<file path="config.mk">
export PLATFORM = sky130hd
export DESIGN_NAME = tcw_sequencer_flat
export DESIGN_NICKNAME = d
export VERILOG_FILES = /design/src/rtl/core/tcw_pkg.sv /design/src/rtl/core/tcw_if.sv /design/src/rtl/core/tcw_sequencer.sv /design/src/flat_wrapper.sv
export SDC_FILE = /design/constraint.sdc
export NUM_CORES = 1
export LEC_CHECK = 0
export BUFFER_PORTS_ARGS = -buffer_cell sky130_fd_sc_hd__buf_2
export CELL_PAD_IN_SITES_DETAIL_PLACEMENT = 1
export CELL_PAD_IN_SITES_GLOBAL_PLACEMENT = 2
export CORE_ASPECT_RATIO = 1.2
export CORE_UTILIZATION = 33
export DETAILED_ROUTE_END_ITERATION = 12
export PLACE_DENSITY_LB_ADDON = 0.3
export SYNTH_ARGS = -nofsm -noshare
export SYNTH_HDL_FRONTEND = slang
export SYNTH_SLANG_ARGS = --single-unit
</file>
<file path="constraint.sdc">
create_clock -name clock -period 4.4 [get_ports clock]
set_input_delay 0.88 -clock clock [delete_from_list [all_inputs] [get_ports clock]]
set_output_delay 0.88 -clock clock [all_outputs]
set_load 0.02 [all_outputs]
</file>
<file path="src/rtl/core/tcw_pkg.sv">
// ----------------------------------------------------------------------------
// tcw_pkg
// Shared widths, command codes, character codes and types of the text console
// writer.
// ----------------------------------------------------------------------------
package tcw_pkg;

   localparam int CMD_W      = 2;
   localparam int CHAR_W     = 8;
   localparam int INDEX_W    = 11;
   localparam int CURSOR_W   = 12;
   localparam int ATTR_W     = 8;
   localparam int SCROLL_W   = 5;
   localparam int CELL_W     = 16;
   localparam int CSR_IDX_W  = 1;
   localparam int CSR_DATA_W = 8;
   localparam int RANGE_W    = 14;

   typedef enum logic [CMD_W-1:0] {
      CMD_PUT   = 2'd0,
      CMD_CLEAR = 2'd1,
      CMD_READ  = 2'd2
   } cmd_type;

   typedef enum logic [CSR_IDX_W-1:0] {
      REG_ATTRIBUTE   = 1'b0,
      REG_SCROLL_ROWS = 1'b1
   } reg_index_type;

   localparam logic [CHAR_W-1:0]   CH_SPACE     = 8'h20;
   localparam logic [CHAR_W-1:0]   CH_TILDE     = 8'h7E;
   localparam logic [CHAR_W-1:0]   CH_BS        = 8'h08;
   localparam logic [CHAR_W-1:0]   CH_TAB       = 8'h09;
   localparam logic [CHAR_W-1:0]   CH_CR        = 8'h0D;
   localparam logic [CHAR_W-1:0]   CH_LF        = 8'h0A;
   localparam logic [ATTR_W-1:0]   RESET_ATTR   = 8'h07;
   localparam logic [SCROLL_W-1:0] RESET_SCROLL = 5'd25;
   localparam int                  TAB_STEP     = 4;

   typedef struct packed {
      logic [CURSOR_W-1:0] cursor_position;
      logic [CHAR_W-1:0]   read_char;
      logic [ATTR_W-1:0]   read_attr;
   } rsp_type;

endpackage

</file>
<file path="src/rtl/core/tcw_if.sv">
// ----------------------------------------------------------------------------
// tcw channel interfaces
// Request, response and register write channels with valid/ready handshake.
// ----------------------------------------------------------------------------
interface tcw_req_if import tcw_pkg::*; ();
   logic               valid;
   logic               ready;
   logic [CMD_W-1:0]   cmd;
   logic [CHAR_W-1:0]  char_code;
   logic [INDEX_W-1:0] cell_index;

   modport source (output valid, output cmd, output char_code, output cell_index,
                   input ready);
   modport sink   (input valid, input cmd, input char_code, input cell_index,
                   output ready);
endinterface


</file>
<file path="src/rtl/core/tcw_sequencer.sv">
// ----------------------------------------------------------------------------
// tcw_sequencer
// Cursor state and command sequencer: read-modify-write of the character
// store, scroll copy, fill sweeps and the power-up clearing pass.
// ----------------------------------------------------------------------------
module tcw_sequencer import tcw_pkg::*; #(
   parameter int COLUMNS = 80,
   parameter int ROWS    = 25,
   parameter int AW      = 11
) (
   input  logic                clock,
   input  logic                reset,
   tcw_req_if.sink             req_if,
   input  logic [ATTR_W-1:0]   attr,
   input  logic [SCROLL_W-1:0] scroll_rows,
   input  logic                out_free,
   output logic                res_valid,
   output rsp_type             res,
   output logic                wr_en,
   output logic [AW-1:0]       wr_addr,
   output logic [CELL_W-1:0]   wr_data,
   output logic                rd_en,
   output logic [AW-1:0]       rd_addr,
   input  logic [CELL_W-1:0]   rd_data
);

   localparam int CELLS = ROWS * COLUMNS;
   localparam int CW    = $clog2(COLUMNS);
   localparam int RW    = $clog2(ROWS + 1);
   localparam int PW    = AW + 1;

   typedef enum logic [3:0] {
      ST_INIT,
      ST_IDLE,
      ST_CHECK,
      ST_COPY,
      ST_FILL,
      ST_ADDR,
      ST_EXEC,
      ST_BS,
      ST_READ,
      ST_DONE
   } state_type;

   state_type          state_ff, state_in;
   logic [RW-1:0]      row_ff, row_in;
   logic [CW-1:0]      col_ff, col_in;
   cmd_type            cmd_ff, cmd_in;
   logic [CHAR_W-1:0]  code_ff, code_in;
   logic [INDEX_W-1:0] idx_ff, idx_in;
   logic               in_range_ff, in_range_in;
   logic [PW-1:0]      ptr_ff, ptr_in;
   logic [PW-1:0]      end_ff, end_in;
   logic               pend_ff, pend_in;
   logic [AW-1:0]      at_ff, at_in;

   logic [5:0]         lim_raw;
   logic [RW-1:0]      lim;
   logic [CW:0]        tab_sum;
   logic [RW-1:0]      shown;
   logic [PW-1:0]      pos;

   // scroll limit clamped to 1..ROWS
   always_comb begin
      lim_raw = (scroll_rows == '0) ? 6'd1 : 6'(scroll_rows);
      if (lim_raw > 6'(ROWS)) begin
         lim_raw = 6'(ROWS);
      end
      lim = RW'(lim_raw);
   end

   assign tab_sum = {1'b0, col_ff} + (CW + 1)'(TAB_STEP);

   always_comb begin
      state_in    = state_ff;
      row_in      = row_ff;
      col_in      = col_ff;
      cmd_in      = cmd_ff;
      code_in     = code_ff;
      idx_in      = idx_ff;
      in_range_in = in_range_ff;
      ptr_in      = ptr_ff;
      end_in      = end_ff;
      pend_in     = pend_ff;
      at_in       = at_ff;
      wr_en       = 1'b0;
      wr_addr     = AW'(ptr_ff);
      wr_data     = {attr, CH_SPACE};
      rd_en       = 1'b0;
      rd_addr     = AW'(ptr_ff);
      res_valid   = 1'b0;

      unique case (state_ff)
         ST_INIT: begin
            wr_en   = 1'b1;
            wr_data = {RESET_ATTR, CH_SPACE};
            ptr_in  = ptr_ff + 1'b1;
            if (ptr_ff == PW'(CELLS - 1)) begin
               state_in = ST_IDLE;
            end
         end
         ST_IDLE: begin
            if (req_if.valid) begin
               cmd_in      = cmd_type'(req_if.cmd);
               code_in     = req_if.char_code;
               idx_in      = req_if.cell_index;
               in_range_in = RANGE_W'(req_if.cell_index) < RANGE_W'(CELLS);
               unique case (cmd_type'(req_if.cmd))
                  CMD_PUT: state_in = ST_CHECK;
                  CMD_CLEAR: begin
                     ptr_in   = '0;
                     end_in   = PW'(CELLS);
                     state_in = ST_FILL;
                  end
                  CMD_READ: state_in = ST_READ;
                  default: state_in = ST_DONE;
               endcase
            end
         end
         ST_CHECK: begin
            if (row_ff >= lim) begin
               row_in  = lim - 1'b1;
               end_in  = PW'(lim) * PW'(COLUMNS);
               pend_in = 1'b0;
               if (lim == RW'(1)) begin
                  ptr_in   = '0;
                  state_in = ST_FILL;
               end else begin
                  ptr_in   = PW'(COLUMNS);
                  state_in = ST_COPY;
               end
            end else begin
               state_in = ST_ADDR;
            end
         end
         ST_COPY: begin
            // write back the cell read last cycle one row higher
            if (pend_ff) begin
               wr_en   = 1'b1;
               wr_addr = AW'(ptr_ff - PW'(COLUMNS + 1));
               wr_data = rd_data;
            end
            if (ptr_ff != end_ff) begin
               rd_en   = 1'b1;
               rd_addr = AW'(ptr_ff);
               ptr_in  = ptr_ff + 1'b1;
               pend_in = 1'b1;
            end else begin
               pend_in  = 1'b0;
               ptr_in   = end_ff - PW'(COLUMNS);
               state_in = ST_FILL;
            end
         end
         ST_FILL: begin
            wr_en  = 1'b1;
            ptr_in = ptr_ff + 1'b1;
            if (ptr_ff == end_ff - 1'b1) begin
               if (cmd_ff == CMD_CLEAR) begin
                  row_in   = '0;
                  col_in   = '0;
                  state_in = ST_DONE;
               end else begin
                  state_in = ST_ADDR;
               end
            end
         end
         ST_ADDR: begin
            at_in    = AW'(PW'(row_ff) * PW'(COLUMNS) + PW'(col_ff));
            state_in = ST_EXEC;
         end
         ST_EXEC: begin
            state_in = ST_DONE;
            unique case (code_ff) inside
               [CH_SPACE:CH_TILDE]: begin
                  wr_en   = 1'b1;
                  wr_addr = at_ff;
                  wr_data = {attr, code_ff};
                  if (col_ff == CW'(COLUMNS - 1)) begin
                     col_in = '0;
                     row_in = row_ff + 1'b1;
                  end else begin
                     col_in = col_ff + 1'b1;
                  end
               end
               CH_BS: begin
                  if (col_ff != '0) begin
                     col_in   = col_ff - 1'b1;
                     at_in    = at_ff - 1'b1;
                     rd_en    = 1'b1;
                     rd_addr  = at_ff - 1'b1;
                     state_in = ST_BS;
                  end else if (row_ff != '0) begin
                     col_in = CW'(COLUMNS - 1);
                     row_in = row_ff - 1'b1;
                  end
               end
               CH_TAB: begin
                  if (tab_sum >= (CW + 1)'(COLUMNS)) begin
                     col_in = '0;
                     row_in = row_ff + 1'b1;
                  end else begin
                     col_in = tab_sum[CW-1:0];
                  end
               end
               CH_CR: col_in = '0;
               CH_LF: begin
                  col_in = '0;
                  row_in = row_ff + 1'b1;
               end
               default: ;
            endcase
         end
         ST_BS: begin
            // keep the old attribute, blank the character
            wr_en    = 1'b1;
            wr_addr  = at_ff;
            wr_data  = {rd_data[CELL_W-1:CHAR_W], CH_SPACE};
            state_in = ST_DONE;
         end
         ST_READ: begin
            if (in_range_ff) begin
               rd_en   = 1'b1;
               rd_addr = AW'(idx_ff);
            end
            state_in = ST_DONE;
         end
         ST_DONE: begin
            res_valid = 1'b1;
            if (out_free) begin
               state_in = ST_IDLE;
            end
         end
         default: state_in = ST_IDLE;
      endcase
   end

   // shown row is one below the cursor row except on or below the last row
   always_comb begin
      shown = (row_ff < RW'(ROWS - 1)) ? row_ff + 1'b1 : row_ff;
      pos   = PW'(shown) * PW'(COLUMNS) + PW'(col_ff);
      res.cursor_position = CURSOR_W'(pos);
      if (cmd_ff == CMD_READ && in_range_ff) begin
         res.read_char = rd_data[CHAR_W-1:0];
         res.read_attr = rd_data[CELL_W-1:CHAR_W];
      end else begin
         res.read_char = '0;
         res.read_attr = '0;
      end
   end

   assign req_if.ready = (state_ff == ST_IDLE);

   always_ff @(posedge clock) begin
      if (reset) begin
         state_ff <= ST_INIT;
         row_ff   <= '0;
         col_ff   <= '0;
         ptr_ff   <= '0;
         pend_ff  <= 1'b0;
      end else begin
         state_ff <= state_in;
         row_ff   <= row_in;
         col_ff   <= col_in;
         ptr_ff   <= ptr_in;
         pend_ff  <= pend_in;
      end
      cmd_ff      <= cmd_in;
      code_ff     <= code_in;
      idx_ff      <= idx_in;
      in_range_ff <= in_range_in;
      end_ff      <= end_in;
      at_ff       <= at_in;
   end

endmodule

</file>
<file path="src/flat_wrapper.sv">
// flat-port wrapper written by rule: the top's interface ports become plain ports
module tcw_sequencer_flat import tcw_pkg::*;
#(
   parameter int COLUMNS = 80,
   parameter int ROWS    = 25,
   parameter int AW      = 11
)
  (clock, reset, attr, scroll_rows, out_free, res_valid, res, wr_en, wr_addr, wr_data, rd_en, rd_addr, rd_data, req_if_valid, req_if_cmd, req_if_char_code, req_if_cell_index, req_if_ready);
  tcw_req_if req_if_i ();
  input  logic clock;
  input  logic reset;
  input  logic [ATTR_W-1:0] attr;
  input  logic [SCROLL_W-1:0] scroll_rows;
  input  logic out_free;
  output logic res_valid;
  output rsp_type res;
  output logic wr_en;
  output logic [AW-1:0] wr_addr;
  output logic [CELL_W-1:0] wr_data;
  output logic rd_en;
  output logic [AW-1:0] rd_addr;
  input  logic [CELL_W-1:0] rd_data;
  input wire logic [$bits(req_if_i.valid)-1:0] req_if_valid;
  input wire logic [$bits(req_if_i.cmd)-1:0] req_if_cmd;
  input wire logic [$bits(req_if_i.char_code)-1:0] req_if_char_code;
  input wire logic [$bits(req_if_i.cell_index)-1:0] req_if_cell_index;
  output wire logic [$bits(req_if_i.ready)-1:0] req_if_ready;
  assign req_if_i.valid = req_if_valid;
  assign req_if_i.cmd = req_if_cmd;
  assign req_if_i.char_code = req_if_char_code;
  assign req_if_i.cell_index = req_if_cell_index;
  assign req_if_ready = req_if_i.ready;
  tcw_sequencer #(.COLUMNS(COLUMNS), .ROWS(ROWS), .AW(AW)) u_core (.clock(clock), .reset(reset), .req_if(req_if_i), .attr(attr), .scroll_rows(scroll_rows), .out_free(out_free), .res_valid(res_valid), .res(res), .wr_en(wr_en), .wr_addr(wr_addr), .wr_data(wr_data), .rd_en(rd_en), .rd_addr(rd_addr), .rd_data(rd_data));
endmodule
</file>
==> qor.yml <==
clock_network:
  clk_pin_slew_ps: 60
  cts_buffer_depth: 2
  h-tree-depth: 3
  cts_tree: "done"
  cts_inserted_buffers: 9
  clk_root_buffer_cell: "clkbuf_16"
  insertion_delay_ps: 350
  cts_hold_buf: 0
  post_cts_buffers: 0
  cts_resized: 0
  clock_sinks: 70
logic_synthesis:
  synth_adder_area_share: 0.0943
  syn_nets: 896
  synth_cell_types: 79
  yosys.area_share.simple: 0.258
  ys.flop_type: "edfxtp_1"
  synth_mux_area_frac: 0.0202
  synth-warning-count: 0
  ys_ff_latch: 70
  synth_top_cell_by_area: "edfxtp_1"
  synthTopCellsByArea: "edfxtp_1 19%, dfxtp_1 8.9%, ha_1 7.9%"
  yosysSeqAreaShare: 0.279
  async_flop_share: 0
  synth_xor_area_frac: 0.0821
  synth_top_family_by_area: "simple AND/OR/NAND/NOR gates"
  synth_edf_count: 41
  syn_area_um2: 6500
  syn_avg_cell_area_um2: 8.17
  yosysTopAreaCellShare: 0.189
  synth_cells: 796
  synth_compound_area_frac: 0.209
die:
  design.die.area_um2: 20300
  die_h_um: 156
  ios: 124
  dieWidth_um: 130
  rows: 55
  coreArea_um2: 19100
  start_util: 0.341
outcome:
  status: "completed"
power_and_ir_drop:
  p_per_area_nw_per_um2: 218
  max-vdd-ir-drop_uv: 170
  leakage_nw: 3.21
  p_total_mw: 1.68
finish:
  multiInputGateArea_um2: 4310
  final_util: 0.404
  syn_to_final_growth_pct: 18.3
  nets: 1004
  final_cells: 1165
  register_area_um2: 1810
  drive_above_1_share: 0.204
  antenna_cells: 0
  final_cell_mix: "123 x buf_2, 95 x nand2_1, 58 x nor2_1"
  nFillCells: 2344
  post-route-cell-area_um2: 7700
  final_common_cell: "buf_2"
placement:
  place_congestion: 0.849
  io_buffer_count: 123
  dp.final_hpwl_um: 17700
  place_area_um2: 7350
  dp_cells: 1149
flow_run:
  maxCapViolations: 0
timing:
  drv_slew: 0
  finalSetupViolations: 0
  setup_tns_ps: 0
  max_freq_ghz: 0.242
  fin_skew_ps: 5.61
  fin_crit_sh: 0.941
  rsz0062_at_grt: "no"
  finalHoldViolCount: 0
  tightest_slew_ps: 1120
  max-slew-margin-rel: 0.251
  period_needed_ps: 4140
global_routing:
  grt_max_degree: 34
  antenna_found_initial: 0
  grt_overflow: 0
  grt.total_usage: 0.230
  grt_pass1_vias: 6496
  grt_pass1_wl_um: 35900
critical_path:
  worst_ep_arrival_time_ps: 3260
  cp.required_ps: 3520
  worst-path-max-fanout: 7
  crit_type: "register to output pin"
  crit_path_start_kind: "register"
  cp-end-kind: "output pin"
route:
  final_antenna_net_count: 0
  wl_met3_um: 571
  top_layer: "met4"
  drc: 0
  wire_per_inst_um: 19.2
  via_count: 6369
  firstDrtPassIters: 4
  totalWireLength_um: 22400
  wl_met1_um: 10100
  drtIter0Drc: 305
  dr_wl_met2_um: 11300
  via_per_inst: 5.47
min_path:
  hp-class: "register to register"
==> cell type report <==
| cell class | instances | area share |
|---|---|---|
| flip-flops and latches | 70 | 0.236 |
| clock inverters | 7 | 0.0158 |
| multi-input cells | 647 | 0.560 |
| clock buffers | 9 | 0.0293 |
| repair buffers | 147 | 0.103 |
| well taps | 256 | 0.0416 |
| inverters | 29 | 0.0141 |
==> metrics by stage <==
step / hold WS, ps / setup slack, ps
floorplan: 503 / 548
global placement: 537 / 533
detailed placement: 551 / 454
CTS: 560 / 65.4
global route: 600 / 35.9
finish: 568 / 259
==> flip-flops by register name, summed over array words and instances, names as in the netlist <==
register and flops:
u_core.pend_ff 1, u_core.ptr_ff 12, u_core.row_ff 5, u_core.at_ff 11, u_core.code_ff 8, u_core.in_range_ff 1
u_core.end_ff 8, u_core.cmd_ff 2, u_core.state_ff 4, u_core.idx_ff 11, u_core.col_ff 7
==> Yosys cell counts (23+ instances only) <==
master	number
a21oi_1	47
and2_1	23
clkbuf_1	35
dfxtp_1	29
edfxtp_1	41
ha_1	41
inv_1	28
nand2_1	95
nand3_1	23
nor2_1	58
nor3_1	30
o21ai_0	42
xnor2_1	46
==> per-layer routing <==
layer / GRT usage / vias up
met2: 0.401 / 102
met3: 0.0247 / 23
met4: 0.0692 / 0
met1: 0.296 / 3144
li1: - / 3100
met5: 0 / -
==> critical path, cell delays in order, from the launching register on <==
cell and delay (ps):
dfxtp_2 390, inv_1 80, ha_1 300, nand2_1 50, o21ai_1 180, ha_1 300, ha_1 210, inv_1 70
fa_1 460, or3b_2 520, o22ai_1 170, buf_2 180
==> worst paths after layout <==
kind | startpoint | to | slack [ps] | depth (start not counted)
worst min register to register | u_core.ptr_ff[11] | u_core.ptr_ff[11] | 570 | 2
worst max-delay path | u_core.row_ff[0] | res[27] | 260 | 11
worst min-delay path | u_core.ptr_ff[11] | u_core.ptr_ff[11] | 570 | 2
worst max register to register | u_core.ptr_ff[0] | u_core.ptr_ff[10] | 1160 | 9
==> power by group <==
part           internal [mW]  switching (mW)  leakage, nW
Sequential             0.691         0.00273        0.602
Clock                  0.557           0.308        0.170
Combinational         0.0518          0.0690         2.44
Total                   1.30           0.380         3.21
==> cell families after synthesis <==
logic type	Yosys count
AND/OR/NAND/NOR	326
multiplexers	13
XOR/XNOR	61
flip-flops	70
adder cells (fa/ha/maj)	46
AO/OA/AOI/OAI	201
buffers and inverters	79
Power figures use the tool's default switching activity.
